--- config.mk ---
export PLATFORM = sky130hd
export DESIGN_NAME = custom_float_add_mul_convert_flat
export DESIGN_NICKNAME = d
export VERILOG_FILES = /design/src/hw/rtl/cfam_pkg.sv /design/src/hw/rtl/cfam_if.sv /design/src/hw/rtl/custom_float_add_mul_convert.sv /design/src/flat_wrapper.sv
export VERILOG_INCLUDE_DIRS = /design/src /design/src/hw/rtl
export SDC_FILE = /design/constraint.sdc
export NUM_CORES = 2
export LEC_CHECK = 0
export ABC_CLOCK_PERIOD_IN_PS = 9600
export BUFFER_PORTS_ARGS = -buffer_cell sky130_fd_sc_hd__buf_2
export CAP_MARGIN = 25
export CELL_PAD_IN_SITES_DETAIL_PLACEMENT = 0
export CELL_PAD_IN_SITES_GLOBAL_PLACEMENT = 2
export CORE_ASPECT_RATIO = 0.7
export CORE_MARGIN = 2
export CORE_UTILIZATION = 35
export DETAILED_ROUTE_END_ITERATION = 10
export GPL_TIMING_DRIVEN = 0
export PLACE_DENSITY = 0.74
export SLEW_MARGIN = 20
export SYNTH_ARGS = -nofsm -noshare
export SYNTH_HDL_FRONTEND = slang
export SYNTH_SLANG_ARGS = --single-unit
--- constraint.sdc ---
create_clock -name clk -period 9.6 [get_ports clk]
set_input_delay 1.44 -clock clk [delete_from_list [all_inputs] [get_ports clk]]
set_output_delay 1.44 -clock clk [all_outputs]
set_load 0.05 [all_outputs]
--- src/hw/rtl/custom_float_add_mul_convert_assert.svh ---
// Assertion macros shared by the float unit RTL
`ifndef CUSTOM_FLOAT_ADD_MUL_CONVERT_ASSERT_SVH
`define CUSTOM_FLOAT_ADD_MUL_CONVERT_ASSERT_SVH

// Implication checked on every rising clock edge outside reset
`define CFAM_ASSERT_IMP(label, clk, rst_n, ante, cons, msg) \
	label: assert property (@(posedge clk) disable iff (!rst_n) (ante) |-> (cons)) \
		else $error(msg);

// Next-cycle implication checked outside reset
`define CFAM_ASSERT_NEXT(label, clk, rst_n, ante, cons, msg) \
	label: assert property (@(posedge clk) disable iff (!rst_n) (ante) |=> (cons)) \
		else $error(msg);

`endif

--- src/hw/rtl/cfam_pkg.sv ---
// ----------------------------------------------------------------------------
// cfam_pkg
// Shared codes and constants for the custom float add / multiply / convert unit.
// ----------------------------------------------------------------------------
package cfam_pkg;

	localparam logic [1:0] MODE_CONV = 2'd0;
	localparam logic [1:0] MODE_ADD  = 2'd1;
	localparam logic [1:0] MODE_MUL  = 2'd2;
	localparam logic [1:0] MODE_BAD  = 2'd3;

	localparam int IEEE_MANT_BITS = 23;
	localparam int IEEE_EXP_BITS  = 8;
	localparam int IEEE_SIG_BITS  = 24;

endpackage

--- src/hw/rtl/cfam_if.sv ---
// ----------------------------------------------------------------------------
// cfam_in_if / cfam_out_if
// Valid/ready request channels carrying operands and results.
// ----------------------------------------------------------------------------
interface cfam_in_if #(
	parameter int SIG_W = 24,
	parameter int EXP_W = 11
);
	logic                    valid;
	logic                    ready;
	logic [1:0]              mode;
	logic [SIG_W-1:0]        a_v;
	logic signed [EXP_W-1:0] a_p;
	logic                    a_z;
	logic                    a_s;
	logic [SIG_W-1:0]        b_v;
	logic signed [EXP_W-1:0] b_p;
	logic                    b_z;
	logic                    b_s;
	logic [31:0]             float_bits;

	modport source (output valid, mode, a_v, a_p, a_z, a_s, b_v, b_p, b_z, b_s,
		float_bits, input ready);
	modport sink (input valid, mode, a_v, a_p, a_z, a_s, b_v, b_p, b_z, b_s,
		float_bits, output ready);
endinterface

interface cfam_out_if #(
	parameter int SIG_W = 24,
	parameter int EXP_W = 11
);
	logic                    valid;
	logic                    ready;
	logic [SIG_W:0]          r_v;
	logic signed [EXP_W-1:0] r_p;
	logic                    r_z;
	logic                    r_s;
	logic                    range_flag;

	modport source (output valid, r_v, r_p, r_z, r_s, range_flag, input ready);
	modport sink (input valid, r_v, r_p, r_z, r_s, range_flag, output ready);
endinterface

--- src/hw/rtl/custom_float_add_mul_convert.sv ---
// ----------------------------------------------------------------------------
// custom_float_add_mul_convert
// Pipelined convert / add / multiply unit for a (v, p, z, s) float format.
// ----------------------------------------------------------------------------
// Usage:
//  - in_ch (sink): one request per valid&ready edge, carrying mode, both
//    operands and the IEEE single bits used by convert mode.
//  - out_ch (source): one result per request, in request order.
//  - Pipeline: a request accepted on in_ch passes s1, s2, s3, s4 in turn.
//    s1 decodes/aligns (normalize search for denormals, operand swap),
//    s2 shifts / multiplies, s3 adds / sums exponents, s4 saturates.
//  - Throughput: one request per cycle unless out_ch stalls; the multiplier in s2 and the
//    add in s3 set the per-stage depth.
//  - Stall: all stages advance on a single enable (output free or
//    empty); bubbles move along with the pipe and are not squeezed out,
//    nothing is lost or repeated. ready is high whenever the pipe can advance.
//  - Reset (arst_n low): all valid bits clear; payload is left as is.
// ----------------------------------------------------------------------------
`include "custom_float_add_mul_convert_assert.svh"

module custom_float_add_mul_convert #(
	parameter int SIGNIFICAND_BITS = 24,
	parameter int EXPONENT_BITS    = 11
) (
	input logic clk,
	input logic arst_n,
	cfam_in_if.sink    in_ch,
	cfam_out_if.source out_ch
);
	localparam int SW = SIGNIFICAND_BITS;
	localparam int EW = EXPONENT_BITS;
	// internal exponent width: holds sums of two exponents plus SW
	localparam int IW = EW + 3;
	localparam int SHW = 7; // shift amount 0..64
	localparam logic signed [IW-1:0] EMAX = IW'((1 << (EW-1)) - 1);
	localparam logic signed [IW-1:0] EMIN = -EMAX - IW'(1);

	logic v1, v2, v3, v4;
	logic adv;
	// output stage advances when empty or taken; the whole pipe moves together
	assign adv = !v4 || out_ch.ready;
	assign in_ch.ready = adv;

	// ---------------- stage 1: decode ----------------
	logic [1:0]              mode_s1;
	logic [SW-1:0]           x_s1, y_s1;   // big / small (add) or a / b (mul)
	logic signed [IW-1:0]    px_s1, py_s1;
	logic                    sx_s1, sy_s1;
	logic [SHW-1:0]          sh_s1;
	logic                    zero_s1, pass_s1, inf_s1, sign_s1;

	logic [4:0]  lz;
	logic [22:0] man;
	logic [7:0]  iexp;
	logic [23:0] csig;
	logic signed [IW-1:0] cexp;
	logic signed [IW-1:0] pa, pb, dif;

	always_comb begin
		man  = in_ch.float_bits[22:0];
		iexp = in_ch.float_bits[30:23];
		lz = 5'd0;
		for (int i = 0; i < 23; i++) begin
			if (man[i]) lz = 5'(22 - i);
		end
		if (iexp != 8'd0) begin
			csig = {1'b1, man};
			cexp = IW'($signed({1'b0, iexp})) - IW'(150);
		end else begin
			csig = {man, 1'b0} << lz;
			cexp = IW'(-149) - IW'(lz) - IW'(1);
		end
		pa = IW'(in_ch.a_p);
		pb = IW'(in_ch.b_p);
		dif = (pa >= pb) ? pa - pb : pb - pa;
	end

	always_ff @(posedge clk or negedge arst_n) begin
		if (!arst_n) begin
			v1 <= 1'b0;
		end else if (adv) begin
			v1 <= in_ch.valid;
		end
	end

	always_ff @(posedge clk) begin
		if (adv) begin
			mode_s1 <= in_ch.mode;
			sh_s1   <= (dif >= IW'(64)) ? SHW'(64) : SHW'(dif);
			zero_s1 <= 1'b0;
			pass_s1 <= 1'b0;
			inf_s1  <= 1'b0;
			sign_s1 <= 1'b0;
			x_s1  <= in_ch.a_v;
			y_s1  <= in_ch.b_v;
			px_s1 <= pa;
			py_s1 <= pb;
			sx_s1 <= in_ch.a_s;
			sy_s1 <= in_ch.b_s;
			unique case (in_ch.mode)
				cfam_pkg::MODE_CONV: begin
					sign_s1 <= in_ch.float_bits[31];
					if (iexp == 8'hFF) begin
						inf_s1 <= 1'b1;
					end else if (iexp == 8'd0 && man == 23'd0) begin
						zero_s1 <= 1'b1;
					end
					if (SW >= cfam_pkg::IEEE_SIG_BITS) begin
						x_s1  <= SW'(csig) << (SW - cfam_pkg::IEEE_SIG_BITS);
						px_s1 <= cexp - IW'(SW - cfam_pkg::IEEE_SIG_BITS);
					end else begin
						x_s1  <= SW'(csig >> (cfam_pkg::IEEE_SIG_BITS - SW));
						px_s1 <= cexp + IW'(cfam_pkg::IEEE_SIG_BITS - SW);
					end
				end
				cfam_pkg::MODE_ADD: begin
					if (in_ch.a_z && in_ch.b_z) begin
						zero_s1 <= 1'b1;
					end else if (in_ch.a_z || in_ch.b_z) begin
						pass_s1 <= 1'b1;
					end
					if (in_ch.a_z || (!in_ch.b_z && pa < pb)) begin
						x_s1  <= in_ch.b_v;
						px_s1 <= pb;
						sx_s1 <= in_ch.b_s;
						y_s1  <= in_ch.a_v;
						sy_s1 <= in_ch.a_s;
					end
				end
				cfam_pkg::MODE_MUL: begin
					zero_s1 <= in_ch.a_z | in_ch.b_z;
				end
				default: begin
					zero_s1 <= 1'b1;
				end
			endcase
		end
	end

	// ---------------- stage 2: shift / multiply ----------------
	logic [1:0]           mode_s2;
	logic [SW-1:0]        x_s2, y_s2;
	logic [2*SW-1:0]      prod_s2;
	logic signed [IW-1:0] px_s2, py_s2;
	logic                 sx_s2, sy_s2, zero_s2, pass_s2, inf_s2, sign_s2;

	always_ff @(posedge clk or negedge arst_n) begin
		if (!arst_n) begin
			v2 <= 1'b0;
		end else if (adv) begin
			v2 <= v1;
		end
	end

	always_ff @(posedge clk) begin
		if (adv) begin
			mode_s2 <= mode_s1;
			x_s2  <= x_s1;
			y_s2  <= (pass_s1 || sh_s1 >= SHW'(SW)) ? (pass_s1 ? y_s1 : '0)
				: (y_s1 >> sh_s1);
			prod_s2 <= (2*SW)'(x_s1) * (2*SW)'(y_s1);
			px_s2 <= px_s1;
			py_s2 <= py_s1;
			sx_s2 <= sx_s1;
			sy_s2 <= sy_s1;
			zero_s2 <= zero_s1;
			pass_s2 <= pass_s1;
			inf_s2  <= inf_s1;
			sign_s2 <= sign_s1;
		end
	end

	// ---------------- stage 3: add / exponent sum ----------------
	logic [SW:0]          rv_s3;
	logic signed [IW-1:0] rp_s3;
	logic                 rz_s3, rs_s3, inf_s3, sat_s3;
	logic signed [SW+1:0] sum;

	always_comb begin
		sum = (sx_s2 ? -$signed({2'b0, x_s2}) : $signed({2'b0, x_s2}))
			+ (sy_s2 ? -$signed({2'b0, y_s2}) : $signed({2'b0, y_s2}));
	end

	always_ff @(posedge clk or negedge arst_n) begin
		if (!arst_n) begin
			v3 <= 1'b0;
		end else if (adv) begin
			v3 <= v2;
		end
	end

	always_ff @(posedge clk) begin
		if (adv) begin
			rz_s3  <= zero_s2;
			inf_s3 <= inf_s2;
			sat_s3 <= 1'b0;
			rs_s3  <= 1'b0;
			rv_s3  <= '0;
			rp_s3  <= '0;
			unique case (mode_s2)
				cfam_pkg::MODE_CONV: begin
					rv_s3  <= (SW+1)'(x_s2);
					rp_s3  <= px_s2;
					rs_s3  <= sign_s2;
					sat_s3 <= 1'b1;
				end
				cfam_pkg::MODE_ADD: begin
					if (pass_s2) begin
						rv_s3 <= (SW+1)'(x_s2);
						rs_s3 <= sx_s2;
						rp_s3 <= px_s2;
					end else begin
						rz_s3 <= zero_s2 || (sum == '0);
						rs_s3 <= sum[SW+1];
						rv_s3 <= (SW+1)'(sum[SW+1] ? -sum : sum);
						rp_s3 <= px_s2;
					end
				end
				cfam_pkg::MODE_MUL: begin
					rv_s3  <= (SW+1)'(prod_s2 >> SW);
					rp_s3  <= px_s2 + py_s2 + IW'(SW);
					rs_s3  <= sx_s2 ^ sy_s2;
					sat_s3 <= 1'b1;
				end
				default: begin
				end
			endcase
		end
	end

	// undefined mode tracked alongside s3
	logic mode_s3_bad;
	always_ff @(posedge clk) begin
		if (adv) begin
			mode_s3_bad <= (mode_s2 == cfam_pkg::MODE_BAD);
		end
	end

	// ---------------- stage 4: saturate / output register ----------------
	logic [SW:0]          rv_s4;
	logic signed [EW-1:0] rp_s4;
	logic                 rz_s4, rs_s4, fl_s4;

	always_ff @(posedge clk or negedge arst_n) begin
		if (!arst_n) begin
			v4 <= 1'b0;
		end else if (adv) begin
			v4 <= v3;
		end
	end

	always_ff @(posedge clk) begin
		if (adv) begin
			rv_s4 <= rv_s3;
			rp_s4 <= EW'(rp_s3);
			rs_s4 <= rs_s3;
			rz_s4 <= 1'b0;
			fl_s4 <= 1'b0;
			if (inf_s3) begin
				rv_s4 <= (SW+1)'({SW{1'b1}});
				rp_s4 <= EW'(EMAX);
				fl_s4 <= 1'b1;
			end else if (rz_s3) begin
				rv_s4 <= '0;
				rp_s4 <= '0;
				rs_s4 <= 1'b0;
				rz_s4 <= 1'b1;
				fl_s4 <= (mode_s3_bad);
			end else if (sat_s3 && rp_s3 > EMAX) begin
				rv_s4 <= (SW+1)'({SW{1'b1}});
				rp_s4 <= EW'(EMAX);
				fl_s4 <= 1'b1;
			end else if (sat_s3 && rp_s3 < EMIN) begin
				rp_s4 <= EW'(EMIN);
				fl_s4 <= 1'b1;
			end
		end
	end

	assign out_ch.valid      = v4;
	assign out_ch.r_v        = rv_s4;
	assign out_ch.r_p        = rp_s4;
	assign out_ch.r_z        = rz_s4;
	assign out_ch.r_s        = rs_s4;
	assign out_ch.range_flag = fl_s4;

	`CFAM_ASSERT_NEXT(a_hold, clk, arst_n, out_ch.valid && !out_ch.ready,
		out_ch.valid && $stable(out_ch.r_v), "stalled result changed")
	`CFAM_ASSERT_IMP(a_zero, clk, arst_n, out_ch.valid && out_ch.r_z,
		out_ch.r_v == '0 && !out_ch.r_s, "zero result not canonical")
	`CFAM_ASSERT_IMP(a_rdy, clk, arst_n, !out_ch.valid, in_ch.ready,
		"pipe blocked with empty output")
endmodule
--- src/flat_wrapper.sv ---
// flat-port wrapper written by rule: the top's interface ports become plain ports
module custom_float_add_mul_convert_flat 
#(
	parameter int SIGNIFICAND_BITS = 24,
	parameter int EXPONENT_BITS    = 11
)
  (clk, arst_n, in_ch_valid, in_ch_mode, in_ch_a_v, in_ch_a_p, in_ch_a_z, in_ch_a_s, in_ch_b_v, in_ch_b_p, in_ch_b_z, in_ch_b_s, in_ch_float_bits, in_ch_ready, out_ch_valid, out_ch_r_v, out_ch_r_p, out_ch_r_z, out_ch_r_s, out_ch_range_flag, out_ch_ready);
  cfam_in_if in_ch_i ();
  cfam_out_if out_ch_i ();
  input logic clk;
  input logic arst_n;
  input wire logic [$bits(in_ch_i.valid)-1:0] in_ch_valid;
  input wire logic [$bits(in_ch_i.mode)-1:0] in_ch_mode;
  input wire logic [$bits(in_ch_i.a_v)-1:0] in_ch_a_v;
  input wire logic [$bits(in_ch_i.a_p)-1:0] in_ch_a_p;
  input wire logic [$bits(in_ch_i.a_z)-1:0] in_ch_a_z;
  input wire logic [$bits(in_ch_i.a_s)-1:0] in_ch_a_s;
  input wire logic [$bits(in_ch_i.b_v)-1:0] in_ch_b_v;
  input wire logic [$bits(in_ch_i.b_p)-1:0] in_ch_b_p;
  input wire logic [$bits(in_ch_i.b_z)-1:0] in_ch_b_z;
  input wire logic [$bits(in_ch_i.b_s)-1:0] in_ch_b_s;
  input wire logic [$bits(in_ch_i.float_bits)-1:0] in_ch_float_bits;
  output wire logic [$bits(in_ch_i.ready)-1:0] in_ch_ready;
  output wire logic [$bits(out_ch_i.valid)-1:0] out_ch_valid;
  output wire logic [$bits(out_ch_i.r_v)-1:0] out_ch_r_v;
  output wire logic [$bits(out_ch_i.r_p)-1:0] out_ch_r_p;
  output wire logic [$bits(out_ch_i.r_z)-1:0] out_ch_r_z;
  output wire logic [$bits(out_ch_i.r_s)-1:0] out_ch_r_s;
  output wire logic [$bits(out_ch_i.range_flag)-1:0] out_ch_range_flag;
  input wire logic [$bits(out_ch_i.ready)-1:0] out_ch_ready;
  assign in_ch_i.valid = in_ch_valid;
  assign in_ch_i.mode = in_ch_mode;
  assign in_ch_i.a_v = in_ch_a_v;
  assign in_ch_i.a_p = in_ch_a_p;
  assign in_ch_i.a_z = in_ch_a_z;
  assign in_ch_i.a_s = in_ch_a_s;
  assign in_ch_i.b_v = in_ch_b_v;
  assign in_ch_i.b_p = in_ch_b_p;
  assign in_ch_i.b_z = in_ch_b_z;
  assign in_ch_i.b_s = in_ch_b_s;
  assign in_ch_i.float_bits = in_ch_float_bits;
  assign in_ch_ready = in_ch_i.ready;
  assign out_ch_valid = out_ch_i.valid;
  assign out_ch_r_v = out_ch_i.r_v;
  assign out_ch_r_p = out_ch_i.r_p;
  assign out_ch_r_z = out_ch_i.r_z;
  assign out_ch_r_s = out_ch_i.r_s;
  assign out_ch_range_flag = out_ch_i.range_flag;
  assign out_ch_i.ready = out_ch_ready;
  custom_float_add_mul_convert #(.SIGNIFICAND_BITS(SIGNIFICAND_BITS), .EXPONENT_BITS(EXPONENT_BITS)) u_core (.clk(clk), .arst_n(arst_n), .in_ch(in_ch_i), .out_ch(out_ch_i));
endmodule
Word level (Yosys, flattened, before mapping)
Index checks and enable logic that the tools add are counted.
- add/subtract/negate cells: 11
- $mul: 1
- order comparisons: 6
- equal/unequal tests: 6
- shift operators: 2
- muxes and demuxes: 66
- bitwise gates (word level): 3
- reduce and logical (&&, ||, !) cells: 22
- operators with widths (operator ; count):
    2-to-1 mux 24 bit ; 8
    2-to-1 mux 5 bit ; 23
    case mux 25 bit (3 select lines) ; 1
    case mux 14 bit (2 select lines) ; 2
    2-to-1 mux 26 bit ; 2
    negator 24 -> 26 bit ; 2
    2-to-1 mux 25 bit ; 2
    multiplier 24 x 24 -> 48 bit ; 1
    case mux 24 bit (2 select lines) ; 1
    2-to-1 mux 14 bit ; 3
    adder 26 bit ; 1
    logical NOT 26 bit ; 1
    negator 25 bit ; 1
    left shift 24 x 5 -> 24 bit ; 1
    right shift 24 x 7 -> 24 bit ; 1
    subtractor 11 x 11 -> 12 bit ; 2
    logical NOT 23 bit ; 1
    2-to-1 mux 10 bit ; 2
    2-to-1 mux 1 bit ; 19
    adder 14 x 11 -> 14 bit ; 1
    adder 14 x 6 -> 14 bit, second input constant ; 1
    greater-or-equal comparator 14 x 8 -> 1 bit, second input constant ; 1
    > comparator 14 x 11 -> 1 bit, second input constant ; 1
    less-than comparator 14 x 11 -> 1 bit, second input constant ; 1
    other kinds (22) ; 38
- bits in registers: 304
- output and inout port bits: 41

Logic depth before layout (Yosys ltp)
- depth after elaboration: 27
- mapped depth: 28

Worst setup path after synthesis
Ideal clock, no wire load.
- path kind: input port to output port
- from: input port out_ch_ready
- to: output port in_ch_ready
- data arrival time: 8.334 ns
- data required time: 8.160 ns
- slack: -0.174 ns
- stages on the path: 1
- cells stage by stage: nand2b_1
- longest elaborated chain between the ends: 1
- ends and longest elaborated chain (what ; line ; text):
    start: declaration ; flat_wrapper.sv:30 ; input wire logic [$bits(out_ch_i.ready)-1:0] out_ch_ready;
    logical OR 1 bit ; custom_float_add_mul_convert.sv:41 ; assign adv = !v4 || out_ch.ready;
    end: declaration ; flat_wrapper.sv:23 ; output wire logic [$bits(in_ch_i.ready)-1:0] in_ch_ready;
No other way between the ends.

Final worst setup path
- from: register u_core.x_s1[14]
- to: register u_core.prod_s2[46], data pin
- longest elaborated chain between the ends: 1
- ends and longest elaborated chain (what ; line ; text):
    start: declaration ; custom_float_add_mul_convert.sv:46 ; logic [SW-1:0] x_s1, y_s1;
    start signal: assignment ; custom_float_add_mul_convert.sv:94 ; x_s1 <= in_ch.a_v;
    start signal: assignment ; custom_float_add_mul_convert.sv:109 ; x_s1 <= SW'(csig) << (SW - cfam_pkg::IEEE_SIG_BITS);
    start signal: assignment ; custom_float_add_mul_convert.sv:112 ; x_s1 <= SW'(csig >> (cfam_pkg::IEEE_SIG_BITS - SW));
    multiplier 24 x 24 -> 48 bit ; custom_float_add_mul_convert.sv:161 ; prod_s2 <= (2*SW)'(x_s1) * (2*SW)'(y_s1);
    end signal: assignment ; custom_float_add_mul_convert.sv:161 ;
    end: declaration ; custom_float_add_mul_convert.sv:143 ; logic [2*SW-1:0] prod_s2;
No other way between the ends.
A chain may end at the register's enable or synchronous reset.

==> results_dict.tcl <==
set metrics [dict create \
    cp.required_ns 9.91 \
    postSynthCellCount 3833 \
    fp.coreArea_mm2 0.102 \
    ff2ff_path_depth 26 \
    ys_ff_latch 274 \
    die_h_um 273 \
    cts_tree "yes" \
    cts_setup_buffers 0 \
    vias 28800 \
    drt_first_pass_iters 6 \
    drt-vias-per-instance 5.33 \
    fillers 10600 \
    cp_max_fo 10 \
    hp-class "flop to flop" \
    drive_above_1_share 0.0713 \
    gp_congestion 0.961 \
    path_clk_slew_ns 0.07 \
    clkLatencyLatePin_ns 0.57 \
    outcome "complete, no violations" \
    synth_cell_types 88 \
    slew_headroom 0.195 \
    grt_max_degree 57 \
    h-tree-depth 1 \
    worstReg2RegEnd "u_core.prod_s2[46]$_DFFE_PP_" \
    fin_ws_ns 0.416 \
    synth_edf_count 270 \
    reg2reg_from "u_core.x_s1[14]$_DFFE_PP_" \
    fin_crit_ns 9.18 \
    crit_slowest_cell "clkbuf_1" \
    clock_skew_ns 0.0221 \
    rows 98 \
    crit_type "flop to flop" \
    cts_root_buffer "clkbuf_16" \
    clockBufferDepth 3 \
    maxSlewViolCount 0 \
    die_w_um 388 \
    syn_nets 4676 \
    numCtsBuffers 26 \
    grt_pass1_vias 28500 \
    area_delta_synth_final_pct 9.73 \
    cp_common_cell "fa_1" \
    die_area_mm2 0.106 \
    antenna_found_initial 18 \
    place_ws_ns 0.677 \
    cp-end-kind "flop" \
    routed_wirelength_mm 135 \
    critPathCapture "u_core.prod_s2[46]$_DFFE_PP_" \
    drtIter0Drc 3055 \
    hold_viol 0 \
    io_buffers 150 \
    yosys-top-cells-area "fa_1 (27%), edfxtp_1 (22%), ha_1 (8.5%)" \
    tightest_slew_ns 1.21 \
    start_util 0.354 \
    fin_crit_sh 0.957 \
    synth_warnings 0 \
    grt_pass1_wl_mm 197 \
    synthArstFlopShare 0.0146 \
    nNetsFinal 4862 \
    dp_hpwl_mm 110 \
    hold_ws_ns 0.419 \
    hp-start "u_core.py_s1[0]$_DFFE_PP_" \
    drc 0 \
    wl_per_cell_um 25.1 \
    cts_sinks 274 \
    cts_hold_buf 0 \
    setup_viol 0 \
    grt_util_all_layers 0.254 \
    startpoint "u_core.x_s1[14]$_DFFE_PP_" \
    yosysSeqAreaShare 0.227 \
    startpoint_type "flop" \
    slowest_delay_ns 0.96 \
    syn_avg_cell_area_um2 9.43 \
    grt_overflow 0 \
    rsz0062_at_grt "false" \
    netlist_area_mm2 0.0362 \
    synthFlopType "edfxtp_1" \
    rrSetupSlack_ns 0.42 \
    cts_resized 0 \
    synth_top_area_frac 0.269 \
    final_antenna_net_count 0 \
    ios 153 \
    yosysTopAreaCell "fa_1" \
    fmax_mhz 109 \
    cp.arrival_ns 9.49 \
    maxCapViolCount 0 \
]
placed cells by master, fill, tap and decap left out, types with 12 or more instances in the layout:
cell type,instances
fa_1,485
nor4_1,17
nor2b_1,15
xor2_1,33
ha_1,246
a211oi_1,38
clkbuf_1,192
mux4_2,13
a21oi_1,131
mux2_2,21
o31ai_1,21
buf_2,161
xnor2_1,102
nand4_1,12
o22ai_1,31
clkbuf_16,26
a22o_1,30
a222oi_1,16
nand2b_1,44
nor3_1,39
inv_1,617
nand2_1,462
or3_1,12
edfxtp_1,270
o21ai_0,121
a22oi_1,25
nor2_1,180
mux2i_1,47
nand3_1,38
a21o_1,21
and2_1,327
worst min path at each step:
stage / to / slack [ns] / depth (start not counted)
floorplan: u_core.inf_s2$_DFFE_PP_ / 0.40 / 0
global placement: u_core.inf_s2$_DFFE_PP_ / 0.40 / 0
detailed placement: u_core.px_s2[7]$_DFFE_PP_ / 0.40 / 0
CTS: u_core.px_s2[0]$_DFFE_PP_ / 0.42 / 0
global route: u_core.py_s2[0]$_DFFE_PP_ / 0.42 / 0
finish: u_core.py_s2[0]$_DFFE_PP_ / 0.42 / 0
through the flow:
step | instance area (um^2) | TNS [ns] | cells | util
floorplan | 36200 | 0 | 3833 | -
global placement | 38600 | -5.54 | 5333 | 0.377
detailed placement | 38800 | 0 | 5341 | 0.379
CTS | 39700 | 0 | 5389 | 0.388
global route | 39700 | 0 | 5393 | 0.388
finish | 39700 | 0 | 5394 | 0.388
registers in the layout (all words and copies together) (netlist names), 2 cells and up:
signal	flops
u_core.out_ch.r_v	25
u_core.rv_s3	25
u_core.prod_s2	24
u_core.x_s1	24
u_core.x_s2	24
u_core.y_s1	24
u_core.y_s2	24
u_core.rp_s3	14
u_core.out_ch.r_p	11
u_core.px_s1	11
u_core.px_s2	11
u_core.py_s1	11
u_core.py_s2	11
u_core.sh_s1	7
u_core.mode_s1	2
u_core.mode_s2	2
area by class of cell:
| class | count | area, um^2 | share of cell area |
|---|---|---|---|
| buffer | 212 | 833 | 0.0210 |
| antenna | 5 | 12.5 | 0.000315 |
| inverter | 621 | 2330 | 0.0588 |
| clock buffer | 27 | 654 | 0.0165 |
| multi-input combinational | 2726 | 24800 | 0.625 |
| timing repair buffer | 158 | 907 | 0.0229 |
| clock inverter | 21 | 235 | 0.00593 |
| tap | 1350 | 1690 | 0.0426 |
| sequential | 274 | 8210 | 0.207 |
layer usage:
| metal | vias to the layer above | global-route usage | share of wire |
|---|---|---|---|
| met5 | - | 0.00710 | 0.0011 |
| met4 | 8 | 0.0503 | 0.022 |
| met3 | 171 | 0.0922 | 0.12 |
| met2 | 1298 | 0.324 | 0.37 |
| met1 | 14400 | 0.399 | 0.49 |
| li1 | 12900 | - | - |
cells by family (layout without fill, tap and decap cells):
kind of cell / after synthesis / in the layout / share of synthesized area
AO/OA/AOI/OAI: 573 / 573 / 0.106
XOR/XNOR: 135 / 135 / 0.0327
adder cells (fa/ha/maj): 731 / 731 / 0.354
buffers and inverters: 833 / 1039 / 0.0875
flip-flops: 274 / 274 / 0.227
multiplexers: 84 / 84 / 0.0288
other: 0 / 5 / 0
AND/OR/NAND/NOR: 1203 / 1203 / 0.164
synthesized netlist by cell type, types with 9 or more instances:
master / instances
nand2b_1: 45
o31ai_1: 21
o41ai_1: 9
a211oi_1: 38
a222oi_1: 16
ha_1: 246
a22o_1: 30
edfxtp_1: 270
a31oi_1: 10
a21o_1: 21
xor2_1: 33
mux2_2: 21
nand3_1: 38
xnor2_1: 102
nor4_1: 18
o21a_1: 10
nor2_1: 180
a22oi_1: 25
a211o_1: 9
buf_2: 11
nand2_1: 462
nor2b_1: 15
o221ai_1: 10
o22ai_1: 31
o211ai_1: 9
and3_1: 9
a21oi_1: 131
inv_1: 617
o21ai_0: 123
nand4_1: 12
nor3_1: 39
clkbuf_1: 192
and2_1: 327
fa_1: 485
mux4_2: 13
or3_1: 12
mux2i_1: 47
worst max-delay path, delay by kind of cell (launching register included):
| family | cells | cell delay (ns) |
|---|---|---|
| AND/OR/NAND/NOR | 5 | 1.35 |
| buffers and inverters | 7 | 1.49 |
| adder cells (fa/ha/maj) | 8 | 3.89 |
| flip-flops | 1 | 0.90 |
| XOR/XNOR | 1 | 0.08 |
| AO/OA/AOI/OAI | 5 | 1.20 |
Power is left out: the tool's default activity adds up to more than one toggle a clock period on the data nets, which glitch-free logic cannot reach.
